$ cat src/rtl/core/pcsp_pkg.sv
`default_nettype none

package pcsp_pkg;

    localparam int DEF_MAX_NODES = 32;
    localparam int COST_W        = 37;

    localparam logic [5:0] NODE_COUNT_RESET = 6'd32;
    localparam logic [7:0] LETTER_FIRST     = 8'd65;
    localparam logic [4:0] LETTER_LAST      = 5'd25;

    typedef struct packed {
        logic [7:0]  edge_colour;
        logic [31:0] edge_weight;
        logic        last_entry;
    } in_item_t;

    typedef struct packed {
        logic              path_found;
        logic [4:0]        best_letter;
        logic [COST_W-1:0] best_cost;
    } out_item_t;

    // Commands from the controller to the datapath.
    typedef struct packed {
        logic       st_wr;
        logic       init_rd;
        logic       diag;
        logic       ik_load;
        logic       stream_rd;
        logic       res_cmp;
        logic       best_clear;
        logic       out_load;
        logic [4:0] letter;
    } pcsp_cmd_t;

    typedef struct packed {
        logic ik_inf;
        logic out_full;
    } pcsp_stat_t;

endpackage

`default_nettype wire

$ cat src/rtl/core/pcsp_ctrl.sv
`default_nettype none

module pcsp_ctrl #(
    parameter int MAX_NODES = pcsp_pkg::DEF_MAX_NODES
) (
    input  wire                                      clk,
    input  wire                                      rst_n,
    input  wire                                      cfg_wr_en,
    input  wire [5:0]                                cfg_wr_data,
    input  wire                                      in_valid,
    output logic                                     in_ready,
    input  wire                                      in_last,
    input  pcsp_pkg::pcsp_stat_t                     stat,
    output pcsp_pkg::pcsp_cmd_t                      cmd,
    output logic [$clog2(MAX_NODES*MAX_NODES)-1:0]   st_addr,
    output logic [$clog2(MAX_NODES*MAX_NODES)-1:0]   addr_a,
    output logic [$clog2(MAX_NODES*MAX_NODES)-1:0]   addr_b
);
    import pcsp_pkg::*;

    localparam int DEPTH  = MAX_NODES * MAX_NODES;
    localparam int ADDR_W = $clog2(DEPTH);
    localparam int TOT_W  = $clog2(DEPTH + 1);
    localparam int IDX_W  = $clog2(MAX_NODES);
    localparam int NODE_W = $clog2(MAX_NODES + 1);

    localparam logic [3:0] S_IDLE     = 4'd0;
    localparam logic [3:0] S_INIT     = 4'd1;
    localparam logic [3:0] S_INIT_END = 4'd2;
    localparam logic [3:0] S_FETCH    = 4'd3;
    localparam logic [3:0] S_WAIT     = 4'd4;
    localparam logic [3:0] S_STREAM   = 4'd5;
    localparam logic [3:0] S_RES_WAIT = 4'd6;
    localparam logic [3:0] S_RES_RD   = 4'd7;
    localparam logic [3:0] S_RES_CMP  = 4'd8;
    localparam logic [3:0] S_OUT      = 4'd9;

    logic [3:0]        state_reg,      state_next;
    logic [5:0]        node_count_reg;
    logic [TOT_W-1:0]  load_pos_reg,   load_pos_next;
    logic [4:0]        letter_reg,     letter_next;
    logic [IDX_W-1:0]  i_reg,          i_next;
    logic [IDX_W-1:0]  j_reg,          j_next;
    logic [IDX_W-1:0]  k_reg,          k_next;
    logic [ADDR_W-1:0] lin_reg,        lin_next;
    logic [ADDR_W-1:0] base_i_reg,     base_i_next;
    logic [ADDR_W-1:0] base_k_reg,     base_k_next;

    logic [NODE_W-1:0] n_use;
    logic [IDX_W-1:0]  n_last;
    logic [TOT_W-1:0]  total;
    logic              accept;
    logic              row_end;

    always_comb begin
        if (node_count_reg == '0) begin
            n_use = NODE_W'(1);
        end else if (int'(node_count_reg) > MAX_NODES) begin
            n_use = NODE_W'(MAX_NODES);
        end else begin
            n_use = NODE_W'(node_count_reg);
        end
    end

    assign n_last = IDX_W'(n_use - NODE_W'(1));
    assign total  = TOT_W'(n_use * n_use);
    assign accept = in_valid && in_ready;

    // A row of the k-th pass ends early when it is row k itself or when
    // node i cannot reach node k yet.
    assign row_end = ((state_reg == S_FETCH) && (i_reg == k_reg))
                  || ((state_reg == S_WAIT) && stat.ik_inf)
                  || ((state_reg == S_STREAM) && (j_reg == n_last));

    always_comb begin
        state_next    = state_reg;
        load_pos_next = load_pos_reg;
        letter_next   = letter_reg;
        i_next        = i_reg;
        j_next        = j_reg;
        k_next        = k_reg;
        lin_next      = lin_reg;
        base_i_next   = base_i_reg;
        base_k_next   = base_k_reg;
        in_ready      = 1'b0;
        cmd           = '0;
        cmd.letter    = letter_reg;
        st_addr       = load_pos_reg[ADDR_W-1:0];
        addr_a        = lin_reg;
        addr_b        = base_i_reg + ADDR_W'(j_reg);

        unique case (state_reg)
            S_IDLE: begin
                in_ready = 1'b1;
                if (accept) begin
                    if (load_pos_reg < total) begin
                        cmd.st_wr     = 1'b1;
                        load_pos_next = load_pos_reg + TOT_W'(1);
                    end
                    if (in_last) begin
                        cmd.best_clear = 1'b1;
                        load_pos_next  = '0;
                        letter_next    = '0;
                        i_next         = '0;
                        j_next         = '0;
                        lin_next       = '0;
                        state_next     = S_INIT;
                    end
                end
            end
            S_INIT: begin
                cmd.init_rd = 1'b1;
                cmd.diag    = (i_reg == j_reg);
                lin_next    = lin_reg + ADDR_W'(1);
                if (j_reg == n_last) begin
                    j_next = '0;
                    if (i_reg == n_last) begin
                        state_next = S_INIT_END;
                    end else begin
                        i_next = i_reg + IDX_W'(1);
                    end
                end else begin
                    j_next = j_reg + IDX_W'(1);
                end
            end
            S_INIT_END: begin
                i_next      = '0;
                k_next      = '0;
                base_i_next = '0;
                base_k_next = '0;
                state_next  = S_FETCH;
            end
            S_FETCH: begin
                addr_a = base_i_reg + ADDR_W'(k_reg);
                if (i_reg != k_reg) begin
                    state_next = S_WAIT;
                end
            end
            S_WAIT: begin
                cmd.ik_load = 1'b1;
                j_next      = '0;
                state_next  = S_STREAM;
            end
            S_STREAM: begin
                cmd.stream_rd = 1'b1;
                addr_a        = base_k_reg + ADDR_W'(j_reg);
                j_next        = j_reg + IDX_W'(1);
            end
            S_RES_WAIT: begin
                state_next = S_RES_RD;
            end
            S_RES_RD: begin
                addr_a     = ADDR_W'(n_last);
                state_next = S_RES_CMP;
            end
            S_RES_CMP: begin
                cmd.res_cmp = 1'b1;
                i_next      = '0;
                j_next      = '0;
                lin_next    = '0;
                if (letter_reg == LETTER_LAST) begin
                    state_next = S_OUT;
                end else begin
                    letter_next = letter_reg + 5'd1;
                    state_next  = S_INIT;
                end
            end
            S_OUT: begin
                if (!stat.out_full) begin
                    cmd.out_load = 1'b1;
                    state_next   = S_IDLE;
                end
            end
            default: begin
                state_next = S_IDLE;
            end
        endcase

        if (row_end) begin
            if (i_reg == n_last) begin
                i_next      = '0;
                base_i_next = '0;
                if (k_reg == n_last) begin
                    state_next = S_RES_WAIT;
                end else begin
                    k_next      = k_reg + IDX_W'(1);
                    base_k_next = base_k_reg + ADDR_W'(n_use);
                    state_next  = S_FETCH;
                end
            end else begin
                i_next      = i_reg + IDX_W'(1);
                base_i_next = base_i_reg + ADDR_W'(n_use);
                state_next  = S_FETCH;
            end
        end
    end

    always_ff @(posedge clk or negedge rst_n) begin
        if (!rst_n) begin
            state_reg      <= S_IDLE;
            node_count_reg <= NODE_COUNT_RESET;
            load_pos_reg   <= '0;
            letter_reg     <= '0;
            i_reg          <= '0;
            j_reg          <= '0;
            k_reg          <= '0;
            lin_reg        <= '0;
            base_i_reg     <= '0;
            base_k_reg     <= '0;
        end else begin
            state_reg    <= state_next;
            load_pos_reg <= load_pos_next;
            letter_reg   <= letter_next;
            i_reg        <= i_next;
            j_reg        <= j_next;
            k_reg        <= k_next;
            lin_reg      <= lin_next;
            base_i_reg   <= base_i_next;
            base_k_reg   <= base_k_next;
            if (cfg_wr_en) begin
                node_count_reg <= cfg_wr_data;
            end
        end
    end

    a_stream_off_pivot: assert property (@(posedge clk) disable iff (!rst_n)
        (state_reg == S_STREAM) |-> (i_reg != k_reg))
        else $error("relaxation issued on the pivot row");

    a_store_in_range: assert property (@(posedge clk) disable iff (!rst_n)
        cmd.st_wr |-> (load_pos_reg < total))
        else $error("matrix entry stored beyond the node count");

    a_last_letter_out: assert property (@(posedge clk) disable iff (!rst_n)
        ((state_reg == S_RES_CMP) && (letter_reg == LETTER_LAST)) |=> (state_reg == S_OUT))
        else $error("final letter did not lead to the result");

endmodule

`default_nettype wire

$ cat config.mk
export PLATFORM = sky130hd
export DESIGN_NAME = pcsp_ctrl
export DESIGN_NICKNAME = d
export VERILOG_FILES = /design/src/rtl/core/pcsp_pkg.sv /design/src/rtl/core/pcsp_ctrl.sv
export SDC_FILE = /design/constraint.sdc
export NUM_CORES = 1
export LEC_CHECK = 0
export ABC_AREA = 0
export BUFFER_PORTS_ARGS = -buffer_cell sky130_fd_sc_hd__buf_4
export CAP_MARGIN = 20
export CORE_ASPECT_RATIO = 0.6
export CORE_MARGIN = 3
export CORE_UTILIZATION = 40
export CTS_BUF_LIST = sky130_fd_sc_hd__clkbuf_4 sky130_fd_sc_hd__clkbuf_8
export CTS_CLUSTER_DIAMETER = 120
export DETAILED_ROUTE_END_ITERATION = 10
export GPL_TIMING_DRIVEN = 1
export PLACE_DENSITY = 0.62
export SLEW_MARGIN = 30
export SYNTH_ARGS = -nofsm -noshare
export SYNTH_HDL_FRONTEND = slang
export SYNTH_SLANG_ARGS = --single-unit
$ cat constraint.sdc
create_clock -name clk -period 8.2 [get_ports clk]
set_input_delay 0.41 -clock clk [delete_from_list [all_inputs] [get_ports clk]]
set_output_delay 0.41 -clock clk [all_outputs]
set_load 0.02 [all_outputs]
# [Yosys cells after proc, flatten, opt, wreduce, memory -nomap -nowiden]
# Index checks and enable logic that the tools add are counted.
[classes] mux=54 n_reduce_logical=22 magnitude_cmp=2 multipliers=1 addsub=12 n_eq_ne=27
[ops] cell="$mux W10" n=9
[ops] cell="$mux W5" n=12
[ops] cell="$pmux W10 S3" n=2
[ops] cell="$pmux W4 S10" n=1
[ops] cell="$mux W4" n=9
[ops] cell="$add A10 B5 Y10" n=3
[ops] cell="$eq A5 B5 Y1" n=5
[ops] cell="$mux W11" n=2
[ops] cell="$add A10 B6 Y10" n=2
[ops] cell="$add A5 B1 Y5 const B" n=4
[ops] cell="$pmux W5 S4" n=1
[ops] cell="$ne A3 B3 Y1 const B" n=6
[ops] cell="$eq A4 B3 Y1 const B" n=4
[ops] cell="$pmux W5 S3" n=1
[ops] cell="$mux W1" n=12
[ops] cell="$mux W6" n=2
[ops] cell="$add A11 B1 Y11 const B" n=1
[ops] cell="$lt A11 B11 Y1" n=1
[ops] cell="$mul A6 B6 Y11" n=1
[ops] cell="$add A10 B1 Y10 const B" n=1
[ops] cell="$pmux W5 S2" n=1
[ops] cell="$reduce_and A3 Y1" n=3
[ops] cell="$eq A4 B2 Y1 const B" n=2
[ops] cell="$eq A4 B4 Y1 const B" n=2
[ops] cell="other kinds (20)" n=31
[word_totals] reg_bits=71 in_bits=13 word_cells=128 out_inout_bits=44

# [Depth between registers and ports, before layout]
# Gate-level depths: netlist (run 1).
[logic_depth] word_depth=9 depth_mapped=26

# [Worst setup path after synthesis (run 1)]
# No wires, ideal clock.
[synth_timing] path_kind="register -> register" startpoint="register node_count_reg[5]" endpoint="register load_pos_reg[6]" setup_time_ns=0.142 arrival_time_ns=5.846 path_slack_ns=2.212 period_less_slack_ns=5.988 path_stages_with_launch=26 required_time_ns=8.058 path_cell_list="dfstp_2 > buf_2 > nand2b_1 > inv_1 > and2_1 > fa_1 > inv_1 > fa_1 > fa_1 > inv_1 > ha_1 > and3b_1 > o21a_1 > o21ai_0 > nand2b_1 > a21o_1 > a21oi_1 > xnor2_1 > ha_1 > nand4_1 > o2111ai_1 > a211oi_1 > o21ai_0 > a2111oi_0 > xnor2_1 > nor2_1"
[synth_between] elab_chain_len=7 elab_cells_between_ends=8 classes_between="mul: 1; order compare: 2; mux: 2; reduce/logical: 3"
[synth_rtl] element="start, declared" line="pcsp_ctrl.sv:39" rtl="logic [5:0] node_count_reg;"
[synth_rtl] element="start signal, assigned" line="pcsp_ctrl.sv:221" rtl="node_count_reg <= cfg_wr_data;"
[synth_rtl] element="$gt A6 B6 Y1" line="pcsp_ctrl.sv:58" rtl="end else if (int'(node_count_reg) > MAX_NODES) begin"
[synth_rtl] element="$mux W6" line="pcsp_ctrl.sv:58"
[synth_rtl] element="$mux W6 (*)" line="pcsp_ctrl.sv:56" rtl="if (node_count_reg == '0) begin"
[synth_rtl] element="$mul A6 B6 Y11 (*)" line="pcsp_ctrl.sv:66" rtl="assign total = TOT_W'(n_use * n_use);"
[synth_rtl] element="$lt A11 B11 Y1 (*)" line="pcsp_ctrl.sv:96" rtl="if (load_pos_reg < total) begin"
[synth_rtl] element="$reduce_bool A2 Y1 (no source line) (*)"
[synth_rtl] element="$reduce_and A3 Y1 (no source line) (*)"
[synth_rtl] element="end signal, assigned" line="pcsp_ctrl.sv:212" rtl="load_pos_reg <= load_pos_next;"
[synth_rtl] element="end, declared" line="pcsp_ctrl.sv:40" rtl="logic [TOT_W-1:0] load_pos_reg, load_pos_next;"
# Every way passes the cells marked *; elsewhere a longest branch is shown, timed or not.
# A chain may end at the register's enable or synchronous reset.

==> run_results.csv, run 1 <==
group,metric,value,unit
outcome,status,"complete, no violations",
floorplan,die_height,105,um
floorplan,die_w,171,um
final_layout,drive_gt1_share,13.2,%
placed_design,dp_hpwl,14.4,mm
placed_design,gp_congestion,0.900,
synthesis,synth_top_flop_cell,"dfrtp_1",
timing,hold_violations,0,
routing,drt-pass1-iter-count,5,
final_layout,seqCellArea,1780,um^2
timing,rsz0062_at_grt,"no",
setup_path,rr_worst_depth,23,
routing,via_per_inst,5.80,
synthesis,synth_seq_cells,71,
final_layout,final_nets,842,
floorplan,die_area,17900,um^2
pwr,seqPwrFrac,28.9,%
clock_tree,cts_htree_levels,3,
routing,drt_iter0_drc,531,
clock_tree,clk_path_buf_depth,2,
setup_path,cp_data_arrival_time,6.33,ns
clock_tree,clk_latency,0.36,ns
global_routing,grt_pass1_wl,30.2,mm
final_layout,area_delta_synth_final,10.7,%
routing,ant_nets,0,
synthesis,yosys_warnings,0,
final_layout,final_area,7190,um^2
final_layout,num_antenna_cells,0,
global_routing,gr-total-overflow,0,
synthesis,syn-mean-instance-area,8.89,um^2
placed_design,post_dp_cell_area,6970,um^2
global_routing,antenna_found_initial,0,
pwr,p_sw,1070,uW
clock_tree,clock-sinks,71,
setup_path,critPathKind,"reg2out",
floorplan,num_rows,35,
final_layout,multi_input_area,4320,um^2
clock_tree,post_cts_buffers,0,
synthesis,syn_inst,731,
global_routing,grt_pass1_vias,5634,
timing,drv_slew,0,
final_layout,mostFrequentLayoutCells,"dfrtp_1 (70), ha_1 (56), buf_4 (55)",
pwr,p_leak,0.00341,uW
timing,worst_slew_pin_slew,0.899,ns
timing,fmax,0.148,GHz
setup_path,required,7.79,ns
setup_path,path_max_fanout,9,
timing,fin_worst_skew,0.0128,ns
routing,drt-wirelength-per-cell,19.3,um
timing,setup_viol,0,
setup_path,crit_path_start_kind,"flop",
floorplan,io-pin-count,57,
global_routing,grtUsageTotal,21.5,%
pwr,p_per_area,301,nW/um^2
placed_design,portBuffers,56,
setup_path,crit_path_end_kind,"primary output",
synthesis,yosysSeqAreaShare,27.4,%
pwr,worst_ir_drop_vdd,0.000216,V
synthesis,syn_area,6500,um^2
synthesis,ys_types,81,
floorplan,core-area,15600,um^2
floorplan,start_util,41.6,%
pwr,p_comb_share,56.0,%
clock_tree,cts_made_buffers,9,
pwr,switching_share,49.4,%
worst_hold_path,min_path_type,"in2async",
final_layout,fillers,1520,
timing,slew_headroom,39.7,%
pwr,clockPowerShare,15.1,%
routing,drt-total-wl,18.6,mm
routing,route.detailed.drc,0,
clock_tree,cts.clk_slew.worst_paths,0.08,ns
clock_tree,ctsHoldBuffers,0,
routing,dr_total_vias,5610,
clock_tree,cts_tree,"done",
timing,fin_crit,6.74,ns
global_routing,grt_max_degree,72,
clock_tree,root_buffer,"clkbuf_8",
clock_tree,cts_resized,0,
final_layout,largest_reg_flops,11,
timing,period_share,82.2,%
synthesis,synth_edf_count,0,
synthesis,ys_async_sr_fraction,100,%
job,max-cap-violations,0,
pwr,p_int,1100,uW
final_layout,final_common_cell,"dfrtp_1",
timing,final.setup.tns,0,ns
timing,hold_ws,0.0562,ns
## per-layer routing
metal,global-route usage (%),share of wire [%]
met5,2.32,0.30
met4,4.34,0.92
met3,5.44,8.9
met2,30.0,41
met1,32.9,49
## worst max-delay path, stage by stage (launching register included)
cell and delay [ns]:
dfrtp_1 0.50, nor2b_1 0.64, and2_1 0.24, fa_1 0.41
inv_1 0.11, fa_1 0.45, fa_1 0.55, inv_1 0.04
ha_1 0.32, and3b_1 0.21, o21a_1 0.18, o21ai_0 0.15
nand2b_1 0.11, a21o_1 0.19, a21oi_1 0.17, xnor2_1 0.15
ha_1 0.28, nand4_1 0.10, o2111ai_1 0.16, a211oi_1 0.32
o21ai_0 0.26, nand2_1 0.24, buf_4 0.18
## cell type report
type | count | area share (%)
Timing Repair Buffer | 56 | 5.90
Clock inverter | 5 | 1.13
Inverter | 53 | 2.80
Sequential cell | 71 | 24.7
Clock buffer | 10 | 1.91
Multi-Input combinational cell | 569 | 60.0
Tap cell | 203 | 3.53
## cell usage after synthesis, drive strengths merged, types with 6 or more instances
library cell	n	area, um^2
o21ai	36	180
nand2	54	205
nor4	6	65.1
a21o	15	113
fa	13	260
buf	22	143
nand4	12	81.3
inv	52	198
and2	11	68.8
ha	56	701
or2	7	43.8
a31oi	8	50.1
xnor2	45	413
a211oi	10	92.6
or3	6	37.5
dfrtp	70	1750
o211ai	8	65.1
a21oi	32	171
o21a	7	52.6
nor3	19	95.1
o21bai	7	52.6
clkbuf	20	75.1
nand2b	9	56.3
a221o	6	60.1
mux2i	10	100
nor2b	10	62.6
nor2	45	171
xor2	33	289
nand3	23	115
and3	7	43.8
o2bb2ai	6	52.6
## through the flow
stage	total power (uW)	util [%]	cells	setup slack (ns)
3_3_place_gp	1790	44.6	952	2.04
4_1_cts	2160	46.0	967	1.49
6_report	2170	46.0	967	1.46
2_1_floorplan	1440	-	735	2.21
5_1_grt	2330	46.0	967	0.960
3_5_place_dp	1820	44.6	952	1.75
## power by group through the flow
stage / sequential [uW] / combinational (uW) / clock (uW)
6_report: 627 / 1210 / 328
5_1_grt: 645 / 1340 / 350
4_1_cts: 621 / 1210 / 335
3_5_place_dp: 628 / 1190 / 0
3_3_place_gp: 624 / 1170 / 0
2_1_floorplan: 528 / 908 / 0
## cells by family after synthesis
group / Yosys count / synth area share, %
fa+ha+maj: 73 / 15.4
flops: 71 / 27.4
simple gates: 221 / 17.6
mux: 14 / 2.23
xor+xnor: 79 / 11.1
other cells: 1 / 0.0577
buf+inv: 95 / 6.45
compound gates: 177 / 19.8
## path summary, 6_finish.rpt
kind,from,endpoint,slack (ns)
setup / recovery,node_count_reg[3],cmd[12],1.46
hold / removal,rst_n,letter_reg[4],0.06
setup reg to reg,node_count_reg[3],load_pos_reg[6],1.71
hold reg to reg,lin_reg[8],lin_reg[8],0.54
max in group asynchronous,rst_n,base_i_reg[0],7.62
min in group clk,cfg_wr_data[0],node_count_reg[0],0.26
No activity file was read; power rests on OpenSTA's default activity.
==> run 2: changes to the inputs <==
--- a/config.mk
+++ b/config.mk
@@ -15,7 +15,7 @@
 export CTS_CLUSTER_DIAMETER = 120
 export DETAILED_ROUTE_END_ITERATION = 10
 export GPL_TIMING_DRIVEN = 1
-export PLACE_DENSITY = 0.62
+export PLACE_DENSITY = 0.64
 export SLEW_MARGIN = 30
 export SYNTH_ARGS = -nofsm -noshare
 export SYNTH_HDL_FRONTEND = slang
==> constraint.sdc (replaced) <==
create_clock -name clk -period 6.1 [get_ports clk]
set_input_delay 0.305 -clock clk [delete_from_list [all_inputs] [get_ports clk]]
set_output_delay 0.305 -clock clk [all_outputs]
set_load 0.02 [all_outputs]
==> run 2 against run 1 <==
Against the previous run: sequential share of layout area down 0.61 points; via count down 2.4%; largest power group unchanged; sequential power up 33%; critical path type unchanged; count of clock-buffer cells in the layout unchanged; global-route usage down 1.3 points.
==> run_results.csv, run 2 (synthesis gave the netlist of run 1 again) <==
group,metric,value,unit
final_layout,final_nets,855,
final_layout,largest_reg_flops,11,
placed_design,gp_congestion,0.894,
setup_path,rrSetupSlack,0.37,ns
pwr,finalPower,3000,uW
worst_hold_path,hold_depth,2,
floorplan,die_w,171,um
placed_design,portBuffers,56,
clock_tree,clk_path_buf_depth,2,
setup_path,cp_data_arrival_time,5.51,ns
final_layout,fin_util,47.2,%
global_routing,grt_max_degree,72,
global_routing,grtUsageTotal,20.2,%
global_routing,grt_pass1_vias,5126,
timing,setup_viol,0,
timing,period_share,95.4,%
routing,ant_nets,0,
pwr,p_leak,0.00351,uW
pwr,p_per_area,406,nW/um^2
clock_tree,cts_made_buffers,9,
setup_path,required,5.79,ns
timing,fmax,0.172,GHz
timing,layout_setup_ws,0.283,ns
final_layout,drive_gt1_share,15.4,%
setup_path,critPathKind,"reg2out",
placed_design,dpl_worst_slack,-0.129,ns
worst_hold_path,hold_start,"cfg_wr_en",
setup_path,rr_worst_depth,24,
setup_path,r2r-end,"load_pos_reg[6]",
final_layout,multi_input_area,4350,um^2
routing,drt-pass1-iter-count,6,
routing,drt-wirelength-per-cell,17.9,um
routing,drt_iter0_drc,534,
placed_design,dp_hpwl,13.7,mm
job,max-cap-violations,0,
worst_hold_path,worstHoldEndpoint,"node_count_reg[5]",
global_routing,gr-total-overflow,0,
final_layout,area_delta_synth_final,13.5,%
setup_path,crit_path_end_kind,"primary output",
routing,via_per_inst,5.58,
setup_path,r2r-start,"node_count_reg[5]",
timing,hold_violations,0,
setup_path,path_max_fanout,5,
final_layout,mostFrequentLayoutCells,"dfrtp_1 (70), buf_4 (67), ha_1 (56)",
timing,slew_headroom,36.9,%
clock_tree,clk_latency,0.36,ns
timing,drv_slew,0,
clock_tree,cts.clk_slew.worst_paths,0.07,ns
clock_tree,cts_tree,"done",
routing,route.detailed.drc,0,
timing,worst_slew_pin_slew,0.941,ns
global_routing,antenna_found_initial,0,
pwr,worst_ir_drop_vdd,0.000285,V
setup_path,crit_path_start_kind,"flop",
floorplan,die_height,105,um
timing,fin_worst_skew,0.0143,ns
routing,drt-total-wl,17.6,mm
final_layout,fillers,1490,
routing,dr_total_vias,5473,
global_routing,grt_pass1_wl,28.6,mm
clock_tree,clock-sinks,71,
floorplan,io-pin-count,57,
clock_tree,root_buffer,"clkbuf_8",
clock_tree,cts_htree_levels,3,
worst_hold_path,min_path_type,"in2reg",
final_layout,seqCellArea,1780,um^2
outcome,status,"complete, no violations",
floorplan,die_area,17900,um^2
floorplan,core-area,15600,um^2
floorplan,num_rows,35,
timing,fin_crit,5.82,ns
final_layout,num_antenna_cells,0,
final_layout,final_common_cell,"dfrtp_1",
floorplan,start_util,41.6,%
timing,rsz0062_at_grt,"no",
==> run 2: what timing repair did <==
action | 4_1_cts | 5_1_grt
cloned | 0 | 0
setup buffers | 0 | 4
endpoints found under the hold margin | 0 | 3
pin swaps | 0 | 4
hold buffers | 0 | 1
endpoints found under the setup margin | 3 | 6
resized for setup | 4 | 6
==> run 2: layout make-up <==
type	count	share of cell area (%)
inverters	53	2.73
multi-input cells	569	59.0
flip-flops and latches	71	24.1
well taps	203	3.44
clock inverters	5	1.75
clock buffers	10	1.87
repair buffers	69	7.11
==> run 2: worst max path at each step <==
stage,cells past startpoint,startpoint,endpoint
6_report,23,node_count_reg[5],cmd[12]
3_3_place_gp,25,node_count_reg[5],load_pos_reg[6]
5_1_grt,23,node_count_reg[5],cmd[12]
2_1_floorplan,25,node_count_reg[5],load_pos_reg[6]
4_1_cts,23,node_count_reg[5],cmd[12]
3_5_place_dp,25,node_count_reg[5],load_pos_reg[6]
==> run 2: worst max-delay path, cell delays in order (launching register included) <==
cell,delay (ns)
dfstp_2,0.53
nand2b_4,0.12
inv_1,0.05
and2_1,0.17
fa_1,0.51
inv_1,0.07
fa_1,0.48
fa_1,0.54
inv_1,0.04
ha_1,0.33
and3b_1,0.21
o21a_1,0.19
o21ai_1,0.12
nand2b_1,0.11
a21o_1,0.19
a21oi_1,0.17
xnor2_1,0.09
ha_1,0.34
nand4_1,0.12
o2111ai_2,0.15
a211oi_2,0.23
o21ai_2,0.14
nand2_2,0.11
buf_4,0.15
==> run 2: report_power, final <==
group,leakage [uW],switching [uW],internal [uW],total [uW]
registers,0.000947,253,580,833
logic,0.00243,966,675,1640
clock network,0.000133,199,324,522
==> run 2: metrics by stage <==
stage,area (um^2),TNS [ns],instances,hold WS (ns)
6_report,7380,0,980,0.164
5_1_grt,7380,0,980,0.162
4_1_cts,7310,0,975,0.123
3_5_place_dp,7030,-0.154,960,0.505
3_3_place_gp,7030,0,960,0.515
2_1_floorplan,6520,0,735,0.00941
==> run 2: layer usage <==
layer  vias to the layer above  GRT usage, %  share of wire (%)
li1                       2684             -                  -
met1                      2596          34.8                 56
met2                       180          25.2                 37
met3                        13          3.89                6.9
met4                         0          3.01               0.72
met5                         -             0                  0
